===== config.mk =====
export PLATFORM = sky130hd
export DESIGN_NAME = seconds_to_timecode_flat
export DESIGN_NICKNAME = d
export VERILOG_FILES = /design/src/rtl/s2tc_pkg.sv /design/src/rtl/s2tc_time_if.sv /design/src/rtl/s2tc_cfg_if.sv /design/src/rtl/s2tc_tc_if.sv /design/src/rtl/s2tc_scale.sv /design/src/rtl/s2tc_div.sv /design/src/rtl/seconds_to_timecode.sv /design/src/flat_wrapper.sv
export SDC_FILE = /design/constraint.sdc
export NUM_CORES = 2
export LEC_CHECK = 0
export BUFFER_PORTS_ARGS = -buffer_cell sky130_fd_sc_hd__buf_2
export CAP_MARGIN = 15
export CORE_MARGIN = 2
export CORE_UTILIZATION = 30
export DETAILED_ROUTE_END_ITERATION = 16
export PLACE_DENSITY = 0.47
export SYNTH_ARGS = -nofsm -noshare
export SYNTH_HDL_FRONTEND = slang
export SYNTH_SLANG_ARGS = --single-unit

===== constraint.sdc =====
create_clock -name i_clk -period 32.3 [get_ports i_clk]
set_clock_uncertainty 0.2 [all_clocks]
set_input_delay 3.23 -clock i_clk [delete_from_list [all_inputs] [get_ports i_clk]]
set_output_delay 3.23 -clock i_clk [all_outputs]
set_load 0.01 [all_outputs]

===== src/rtl/s2tc_pkg.sv =====
`default_nettype none

package s2tc_pkg;

    localparam int TIME_W            = 48;
    localparam int MAG_W             = TIME_W - 1;
    localparam int RATE_Q8_W         = 16;
    localparam int RATE_W            = 9;
    localparam int PROD_W            = MAG_W + RATE_W;
    localparam int FRAME_W           = 8;
    localparam int SEC_W             = 6;
    localparam int MIN_W             = 6;
    localparam int HOUR_W            = 20;
    localparam int STEP_BITS         = 8;
    localparam int SEXAG             = 60;
    localparam int FRACTION_BITS_DEF = 16;

    localparam logic [RATE_Q8_W-1:0] RATE_Q8_RESET = 16'd6144;

    // Round 8.8 rate to nearest integer, half up; zero becomes one.
    function automatic logic [RATE_W-1:0] round_rate(input logic [RATE_Q8_W-1:0] q8);
        logic [RATE_Q8_W:0] sum;
        logic [RATE_W-1:0]  r;
        sum = {1'b0, q8} + (RATE_Q8_W + 1)'(128);
        r   = sum[RATE_Q8_W:RATE_Q8_W-RATE_W+1];
        if (r == '0) begin
            r = RATE_W'(1);
        end
        return r;
    endfunction

endpackage

`default_nettype wire


===== src/rtl/s2tc_time_if.sv =====
`default_nettype none

interface s2tc_time_if;
    import s2tc_pkg::*;

    logic                     valid;
    logic                     ready;
    logic signed [TIME_W-1:0] time_q16;

    modport source (output valid, output time_q16, input ready);
    modport sink   (input valid, input time_q16, output ready);
endinterface

`default_nettype wire


===== src/rtl/s2tc_cfg_if.sv =====
`default_nettype none

interface s2tc_cfg_if;
    import s2tc_pkg::*;

    logic                 valid;
    logic                 ready;
    logic [RATE_Q8_W-1:0] frame_rate_q8;

    modport source (output valid, output frame_rate_q8, input ready);
    modport sink   (input valid, input frame_rate_q8, output ready);
endinterface

`default_nettype wire


===== src/rtl/s2tc_tc_if.sv =====
`default_nettype none

interface s2tc_tc_if;
    import s2tc_pkg::*;

    logic               valid;
    logic               ready;
    logic [HOUR_W-1:0]  hours;
    logic [MIN_W-1:0]   minutes;
    logic [SEC_W-1:0]   whole_seconds;
    logic [FRAME_W-1:0] frame_number;

    modport source (output valid, output hours, output minutes, output whole_seconds,
                    output frame_number, input ready);
    modport sink   (input valid, input hours, input minutes, input whole_seconds,
                    input frame_number, output ready);
endinterface

`default_nettype wire


===== src/rtl/s2tc_scale.sv =====
`default_nettype none

module s2tc_scale #(
    parameter int FRACTION_BITS = s2tc_pkg::FRACTION_BITS_DEF
) (
    input  wire logic                                  i_clk,
    input  wire logic                                  i_rst_n,
    input  wire logic                                  i_valid,
    output logic                                       o_ready,
    input  wire logic signed [s2tc_pkg::TIME_W-1:0]    i_time_q16,
    input  wire logic [s2tc_pkg::RATE_W-1:0]           i_rate,
    output logic                                       o_valid,
    input  wire logic                                  i_ready,
    output logic [s2tc_pkg::PROD_W-FRACTION_BITS-1:0]  o_total
);
    import s2tc_pkg::*;

    localparam int TOT_W = PROD_W - FRACTION_BITS;
    localparam logic [PROD_W-1:0] HALF = PROD_W'((1 << FRACTION_BITS) >> 1);

    logic              r_a_valid;
    logic [MAG_W-1:0]  r_a_mag;
    logic              r_b_valid;
    logic [TOT_W-1:0]  r_b_total;

    logic              ce_a;
    logic              ce_b;
    logic [MAG_W-1:0]  n_a_mag;
    logic [PROD_W-1:0] prod;
    logic [PROD_W-1:0] n_b_total;

    assign ce_b = !r_b_valid || i_ready;
    assign ce_a = !r_a_valid || ce_b;

    // negative time clamps to zero
    assign n_a_mag   = i_time_q16[TIME_W-1] ? '0 : i_time_q16[MAG_W-1:0];
    assign prod      = PROD_W'(r_a_mag) * PROD_W'(i_rate);
    assign n_b_total = (prod + HALF) >> FRACTION_BITS;

    always_ff @(posedge i_clk) begin
        if (!i_rst_n) begin
            r_a_valid <= 1'b0;
            r_b_valid <= 1'b0;
        end else begin
            if (ce_a) begin
                r_a_valid <= i_valid;
            end
            if (ce_b) begin
                r_b_valid <= r_a_valid;
            end
        end
    end

    always_ff @(posedge i_clk) begin
        if (ce_a && i_valid) begin
            r_a_mag <= n_a_mag;
        end
        if (ce_b && r_a_valid) begin
            r_b_total <= n_b_total[TOT_W-1:0];
        end
    end

    assign o_ready = ce_a;
    assign o_valid = r_b_valid;
    assign o_total = r_b_total;

endmodule

`default_nettype wire


===== src/rtl/s2tc_div.sv =====
`default_nettype none

// Pipelined restoring divider, STEP_BITS quotient bits per stage.
// Divisor and an optional side payload travel with each transaction.
module s2tc_div #(
    parameter int DW = 40,
    parameter int VW = 9,
    parameter int SW = 0
) (
    input  wire logic                        i_clk,
    input  wire logic                        i_rst_n,
    input  wire logic                        i_valid,
    output logic                             o_ready,
    input  wire logic [DW-1:0]               i_dividend,
    input  wire logic [VW-1:0]               i_divisor,
    input  wire logic [((SW > 0) ? SW : 1)-1:0] i_side,
    output logic                             o_valid,
    input  wire logic                        i_ready,
    output logic [DW-1:0]                    o_quotient,
    output logic [VW-1:0]                    o_remainder,
    output logic [((SW > 0) ? SW : 1)-1:0]   o_side
);
    import s2tc_pkg::*;

    localparam int NS  = (DW + STEP_BITS - 1) / STEP_BITS;
    localparam int SWP = (SW > 0) ? SW : 1;

    logic            r_v [NS];
    logic [DW-1:0]   r_q [NS];
    logic [VW-1:0]   r_r [NS];
    logic [VW-1:0]   r_d [NS];
    logic [SWP-1:0]  r_s [NS];
    logic [NS:0]     ce;

    assign ce[NS] = i_ready;

    for (genvar s = 0; s < NS; s++) begin : g_stage
        logic           v_src;
        logic [DW-1:0]  q_src;
        logic [VW-1:0]  r_src;
        logic [VW-1:0]  d_src;
        logic [SWP-1:0] s_src;
        logic [DW-1:0]  q_nx;
        logic [VW-1:0]  r_nx;
        logic [VW:0]    trial;

        if (s == 0) begin : g_first
            assign v_src = i_valid;
            assign q_src = i_dividend;
            assign r_src = '0;
            assign d_src = i_divisor;
            assign s_src = i_side;
        end else begin : g_next
            assign v_src = r_v[s-1];
            assign q_src = r_q[s-1];
            assign r_src = r_r[s-1];
            assign d_src = r_d[s-1];
            assign s_src = r_s[s-1];
        end

        assign ce[s] = !r_v[s] || ce[s+1];

        // dividend bits shift out the top while quotient bits shift in
        always_comb begin
            q_nx  = q_src;
            r_nx  = r_src;
            trial = '0;
            for (int k = 0; k < STEP_BITS; k++) begin
                if (s * STEP_BITS + k < DW) begin
                    trial = {r_nx, q_nx[DW-1]};
                    q_nx  = {q_nx[DW-2:0], 1'b0};
                    if (trial >= {1'b0, d_src}) begin
                        r_nx    = VW'(trial - {1'b0, d_src});
                        q_nx[0] = 1'b1;
                    end else begin
                        r_nx = trial[VW-1:0];
                    end
                end
            end
        end

        always_ff @(posedge i_clk) begin
            if (!i_rst_n) begin
                r_v[s] <= 1'b0;
            end else if (ce[s]) begin
                r_v[s] <= v_src;
            end
        end

        always_ff @(posedge i_clk) begin
            if (ce[s] && v_src) begin
                r_q[s] <= q_nx;
                r_r[s] <= r_nx;
                r_d[s] <= d_src;
                r_s[s] <= s_src;
            end
        end
    end

    assign o_ready     = ce[0];
    assign o_valid     = r_v[NS-1];
    assign o_quotient  = r_q[NS-1];
    assign o_remainder = r_r[NS-1];
    assign o_side      = r_s[NS-1];

endmodule

`default_nettype wire


===== src/rtl/seconds_to_timecode.sv =====
`default_nettype none

// Seconds to timecode converter.
// i_time (valid/ready) carries a signed Q32.16 time in seconds; o_tc (valid/ready)
// returns hours, minutes, whole_seconds and frame_number, one per input transaction.
// i_cfg writes frame_rate_q8 (8.8 frames/s); it is always ready and must only be
// written while nothing is in flight. The rate is rounded to an integer (minimum 1)
// when written. Negative times give 0:0:0:0.
// Pipeline: clamp stage, multiply/round stage, then three restoring dividers
// (by rate, by 60, by 60) retiring 8 quotient bits per stage.
// Throughput is one transaction per cycle while o_tc is ready. Every stage
// holds its own valid bit and loads when empty or when the stage after it moves,
// so a stall at o_tc only backs up as far as the bubbles allow and nothing is
// lost or repeated.
// Reset clears all valid bits and sets the rate to 24 frames/s.
module seconds_to_timecode #(
    parameter int FRACTION_BITS = s2tc_pkg::FRACTION_BITS_DEF
) (
    input  wire logic    i_clk,
    input  wire logic    i_rst_n,
    s2tc_cfg_if.sink     i_cfg,
    s2tc_time_if.sink    i_time,
    s2tc_tc_if.source    o_tc
);
    import s2tc_pkg::*;

    localparam int TOT_W  = PROD_W - FRACTION_BITS;
    localparam int MINS_W = TOT_W - $clog2(SEXAG) + 1;

    logic [RATE_W-1:0]  r_rate;

    logic               sc_valid;
    logic               sc_ready;
    logic [TOT_W-1:0]   sc_total;

    logic               d1_valid;
    logic               d1_ready;
    logic [TOT_W-1:0]   d1_quot;
    logic [RATE_W-1:0]  d1_rem;

    logic               d2_valid;
    logic               d2_ready;
    logic [TOT_W-1:0]   d2_quot;
    logic [SEC_W-1:0]   d2_rem;
    logic [FRAME_W-1:0] d2_side;

    logic [MINS_W-1:0]  d3_quot;
    logic [MIN_W-1:0]   d3_rem;
    logic [FRAME_W+SEC_W-1:0] d3_side;

    assign i_cfg.ready = 1'b1;

    always_ff @(posedge i_clk) begin
        if (!i_rst_n) begin
            r_rate <= round_rate(RATE_Q8_RESET);
        end else if (i_cfg.valid) begin
            r_rate <= round_rate(i_cfg.frame_rate_q8);
        end
    end

    s2tc_scale #(
        .FRACTION_BITS(FRACTION_BITS)
    ) u_scale (
        .i_clk      (i_clk),
        .i_rst_n    (i_rst_n),
        .i_valid    (i_time.valid),
        .o_ready    (i_time.ready),
        .i_time_q16 (i_time.time_q16),
        .i_rate     (r_rate),
        .o_valid    (sc_valid),
        .i_ready    (sc_ready),
        .o_total    (sc_total)
    );

    // total frames / rate -> whole seconds, frame
    s2tc_div #(
        .DW(TOT_W),
        .VW(RATE_W),
        .SW(0)
    ) u_div_rate (
        .i_clk       (i_clk),
        .i_rst_n     (i_rst_n),
        .i_valid     (sc_valid),
        .o_ready     (sc_ready),
        .i_dividend  (sc_total),
        .i_divisor   (r_rate),
        .i_side      (1'b0),
        .o_valid     (d1_valid),
        .i_ready     (d1_ready),
        .o_quotient  (d1_quot),
        .o_remainder (d1_rem),
        .o_side      ()
    );

    // seconds / 60 -> minutes, seconds within minute
    s2tc_div #(
        .DW(TOT_W),
        .VW(SEC_W),
        .SW(FRAME_W)
    ) u_div_sec (
        .i_clk       (i_clk),
        .i_rst_n     (i_rst_n),
        .i_valid     (d1_valid),
        .o_ready     (d1_ready),
        .i_dividend  (d1_quot),
        .i_divisor   (SEC_W'(SEXAG)),
        .i_side      (d1_rem[FRAME_W-1:0]),
        .o_valid     (d2_valid),
        .i_ready     (d2_ready),
        .o_quotient  (d2_quot),
        .o_remainder (d2_rem),
        .o_side      (d2_side)
    );

    // minutes / 60 -> hours, minutes within hour
    s2tc_div #(
        .DW(MINS_W),
        .VW(MIN_W),
        .SW(FRAME_W + SEC_W)
    ) u_div_min (
        .i_clk       (i_clk),
        .i_rst_n     (i_rst_n),
        .i_valid     (d2_valid),
        .o_ready     (d2_ready),
        .i_dividend  (d2_quot[MINS_W-1:0]),
        .i_divisor   (MIN_W'(SEXAG)),
        .i_side      ({d2_side, d2_rem}),
        .o_valid     (o_tc.valid),
        .i_ready     (o_tc.ready),
        .o_quotient  (d3_quot),
        .o_remainder (d3_rem),
        .o_side      (d3_side)
    );

    assign o_tc.hours         = d3_quot[HOUR_W-1:0];
    assign o_tc.minutes       = d3_rem;
    assign o_tc.whole_seconds = d3_side[SEC_W-1:0];
    assign o_tc.frame_number  = d3_side[FRAME_W+SEC_W-1:SEC_W];

endmodule

`default_nettype wire


===== src/flat_wrapper.sv =====
// flat-port wrapper written by rule: the top's interface ports become plain ports
module seconds_to_timecode_flat import s2tc_pkg::*;
#(
    parameter int FRACTION_BITS = s2tc_pkg::FRACTION_BITS_DEF
)
  (i_clk, i_rst_n, i_cfg_valid, i_cfg_frame_rate_q8, i_cfg_ready, i_time_valid, i_time_time_q16, i_time_ready, o_tc_valid, o_tc_hours, o_tc_minutes, o_tc_whole_seconds, o_tc_frame_number, o_tc_ready);
  s2tc_cfg_if i_cfg_i ();
  s2tc_time_if i_time_i ();
  s2tc_tc_if o_tc_i ();
  input  wire logic i_clk;
  input  wire logic i_rst_n;
  input wire logic [$bits(i_cfg_i.valid)-1:0] i_cfg_valid;
  input wire logic [$bits(i_cfg_i.frame_rate_q8)-1:0] i_cfg_frame_rate_q8;
  output wire logic [$bits(i_cfg_i.ready)-1:0] i_cfg_ready;
  input wire logic [$bits(i_time_i.valid)-1:0] i_time_valid;
  input wire logic [$bits(i_time_i.time_q16)-1:0] i_time_time_q16;
  output wire logic [$bits(i_time_i.ready)-1:0] i_time_ready;
  output wire logic [$bits(o_tc_i.valid)-1:0] o_tc_valid;
  output wire logic [$bits(o_tc_i.hours)-1:0] o_tc_hours;
  output wire logic [$bits(o_tc_i.minutes)-1:0] o_tc_minutes;
  output wire logic [$bits(o_tc_i.whole_seconds)-1:0] o_tc_whole_seconds;
  output wire logic [$bits(o_tc_i.frame_number)-1:0] o_tc_frame_number;
  input wire logic [$bits(o_tc_i.ready)-1:0] o_tc_ready;
  assign i_cfg_i.valid = i_cfg_valid;
  assign i_cfg_i.frame_rate_q8 = i_cfg_frame_rate_q8;
  assign i_cfg_ready = i_cfg_i.ready;
  assign i_time_i.valid = i_time_valid;
  assign i_time_i.time_q16 = i_time_time_q16;
  assign i_time_ready = i_time_i.ready;
  assign o_tc_valid = o_tc_i.valid;
  assign o_tc_hours = o_tc_i.hours;
  assign o_tc_minutes = o_tc_i.minutes;
  assign o_tc_whole_seconds = o_tc_i.whole_seconds;
  assign o_tc_frame_number = o_tc_i.frame_number;
  assign o_tc_i.ready = o_tc_ready;
  seconds_to_timecode #(.FRACTION_BITS(FRACTION_BITS)) u_core (.i_clk(i_clk), .i_rst_n(i_rst_n), .i_cfg(i_cfg_i), .i_time(i_time_i), .o_tc(o_tc_i));
endmodule

==> results_dict.tcl <==
set metrics [dict create \
    status "completed" \
    hold_viol_final 0 \
    ant_nets 0 \
    cts_resized 0 \
    multi_input_area_um2 38600 \
    yosysSeqAreaShare 0.379 \
    rsz0062_at_grt "false" \
    clk_pin_slew_ns 0.06 \
    numCtsBuffers 99 \
    netlist_instances 6221 \
    yosys_warnings 0 \
    cp.required_ns 32.57 \
    cts_tree "yes" \
    synth-main-ff-cell "edfxtp_1" \
    htreeDepth 3 \
    place_ws_ns 10.81 \
    vias 45259 \
    fin_ws_ns 10.93 \
    drv_slew 0 \
    clockBufferDepth 3 \
    r2r-end "u_core.u_div_rate.r_r[0][11]" \
    slew_headroom 0.275 \
    hp-class "reg2reg" \
    clk_latency_ns 0.76 \
    synth_edf_count 831 \
    area_growth_pct 11.2 \
    cp.arrival_ns 21.64 \
    rows 173 \
    critPathKind "reg2reg" \
    io_pins 112 \
    via_per_inst 4.85 \
    fin_crit_ns 21.37 \
    hold_slack_ns 0.179 \
    dr_wl_met2_um 67000 \
    die_h_um 475 \
    ff_latch_area_um2 25200 \
    cts-root-buf "clkbuf_16" \
    die_x_um 475 \
    gp_congestion 0.826 \
    wl_per_cell_um 15.7 \
    first_global_vias 46110 \
    worstHoldStart "u_core.u_div_sec.r_s[0][5]" \
    rrSetupSlack_ns 10.93 \
    top_layer "met4" \
    cp_max_fo 12 \
    met1_length_um 72300 \
    synth_seq_cells 845 \
    r2r_start "u_core.u_div_rate.r_d[0][1]" \
    clock_sinks 845 \
    routed_wl_um 147000 \
    cts_setup_buffers 0 \
    r2r_cells 77 \
    grt.total_usage 0.130 \
    fin_crit_sh 0.662 \
    die_area_um2 226000 \
    drive_gt1_frac 0.101 \
    crit_start "u_core.u_div_rate.r_d[0][1]" \
    grt-ovfl-total 0 \
    synth_cell_types 139 \
    min_path_cells 0 \
    synth_nets 7184 \
    start_util 0.301 \
    nets 7240 \
    syn_area_um2 66700 \
    antenna_found_initial 1 \
    dp_hpwl_um 109000 \
    cp_common_cell "o21ai_0" \
    syn_area_per_cell_um2 10.7 \
    cp-start-kind "flop" \
    worst_pin_slew_ns 1.09 \
    core-area_um2 222000 \
    worstHoldEndpoint "u_core.u_div_sec.r_s[0][13]" \
    firstDrtPassIters 7 \
    max_freq_ghz 0.0468 \
    critPathMaxStageDelay_ns 0.72 \
    slowest_stage "edfxtp_1" \
    hold_buffers 0 \
    worst_setup_path_end_kind "flop" \
    portBuffers 103 \
    route.detailed.drc 0 \
    drtIter0Drc 2278 \
    fillCellCount 22374 \
    dr_wl_met3_um 4260 \
    cap_violations 0 \
    grt_max_degree 60 \
    grt_pass1_wl_um 242000 \
    tns_ns 0 \
    setup_viol 0 \
    async_reset_ff_frac 0 \
]
-- Yosys cell counts (22+ instances only) --
library cell | n | area share
nor2b_1 | 161 | 0.015
o21ai_1 | 30 | 0.0023
nand2_1 | 531 | 0.030
nor3_1 | 64 | 0.0048
o211ai_1 | 28 | 0.0032
a21oi_1 | 286 | 0.021
mux2_2 | 161 | 0.027
a211oi_1 | 41 | 0.0046
o31ai_1 | 35 | 0.0039
a21boi_0 | 27 | 0.0030
mux2i_1 | 96 | 0.014
xor2_1 | 138 | 0.018
nand3_1 | 96 | 0.0072
o21bai_1 | 46 | 0.0052
ha_1 | 540 | 0.10
o21a_1 | 51 | 0.0057
edfxtp_1 | 831 | 0.37
xnor2_1 | 192 | 0.025
fa_1 | 354 | 0.11
inv_1 | 577 | 0.032
o21ai_0 | 240 | 0.018
nand4_1 | 102 | 0.0096
a221oi_1 | 22 | 0.0029
buf_2 | 30 | 0.0023
a31oi_1 | 37 | 0.0035
clkbuf_1 | 133 | 0.0075
nor2_1 | 276 | 0.016
a21o_1 | 202 | 0.023
nand2b_1 | 80 | 0.0075
and2_1 | 228 | 0.021
and3_1 | 39 | 0.0037
-- state kept, by name, indices dropped and copies added (netlist names), 9 cells and up --
| register | count |
|---|---|
| u_core.r_rate | 9 |
| u_core.u_div_rate.r_q | 200 |
| u_core.u_div_min.r_s | 70 |
| u_core.u_div_rate.r_d | 36 |
| u_core.u_div_min.r_q | 107 |
| u_core.u_scale.o_total | 40 |
| u_core.u_div_rate.r_r | 44 |
| u_core.u_div_sec.r_r | 30 |
| u_core.u_div_sec.r_q | 175 |
| u_core.u_div_sec.r_s | 40 |
| u_core.u_div_min.r_r | 30 |
| u_core.u_scale.r_a_mag | 47 |
-- layer usage --
| metal | vias to the layer above | global-route usage |
|---|---|---|
| li1 | 22572 | - |
| met1 | 22010 | 0.180 |
| met2 | 513 | 0.215 |
| met3 | 164 | 0.0163 |
| met4 | 0 | 0.0317 |
| met5 | - | 0 |
-- worst max-delay path by stage --
stage,cells past startpoint,end
global route,78,u_core.u_div_rate.r_r[0][11]
floorplan,89,u_core.u_div_rate.r_r[0][19]
detailed placement,87,u_core.u_div_rate.r_r[0][22]
finish,77,u_core.u_div_rate.r_r[0][11]
CTS,87,u_core.u_div_rate.r_r[0][22]
global placement,87,u_core.u_div_rate.r_r[0][22]
-- cell type report --
cell class              count  area share
multi-input cells        4601       0.521
flip-flops and latches    845       0.341
well taps                2975      0.0502
clock buffers             112      0.0341
inverters                 596      0.0302
clock inverters            75      0.0140
repair buffers            134      0.0103
diodes                      1   0.0000338
-- per-stage QoR --
step	utilization	cell area, um^2	instances
floorplan	-	66700	6221
global placement	0.318	70500	9150
detailed placement	0.318	70500	9150
CTS	0.334	74100	9337
global route	0.334	74100	9339
finish	0.334	74100	9339
-- cells in the final DEF, fill, tap and decap left out, types with 19 or more instances in the layout --
master and n:
a211o_1 21, a211oi_1 41, a21boi_0 23, a21o_1 202
a21oi_1 286, a221oi_1 22, a31oi_1 34, and2_1 226
and3_1 39, buf_2 103, buf_4 30, clkbuf_16 99
clkinv_1 20, edfxtp_1 831, fa_1 354, ha_1 540
inv_1 577, inv_2 19, mux2_2 161, mux2i_1 96
nand2_1 531, nand2b_1 80, nand3_1 96, nand4_1 102
nor2_1 276, nor2b_1 153, nor3_1 64, o211a_1 19
o211ai_1 28, o21a_1 51, o21ai_0 240, o21ai_1 30
o21bai_1 46, o31ai_1 35, or2_2 19, xnor2_1 192
xor2_1 138
-- worst max-delay path: cells and delay by family (launching register included) --
family                     cells  cell delay, ns
AOI/OAI and AO/OA             38           10.50
and+or+nand+nor               20            3.44
adders and majority gates      8            2.95
muxes                          6            2.21
buffers and inverters          5            1.10
DFF                            1            0.72
-- kinds of logic (layout without fill, tap and decap cells) --
logic type,Yosys count,count (layout),share of synthesized area
AND/OR/NAND/NOR,1728,1728,0.133
AO/OA/AOI/OAI,1373,1373,0.147
adder cells (fa/ha/maj),894,894,0.208
flip-flops,845,845,0.379
buffers and inverters,775,917,0.0449
XOR/XNOR,331,331,0.0436
multiplexers,274,274,0.0453
other,1,2,0.0000563
Power is left out: the tool's default activity adds up to more than one toggle a clock period on the data nets, which glitch-free logic cannot reach.
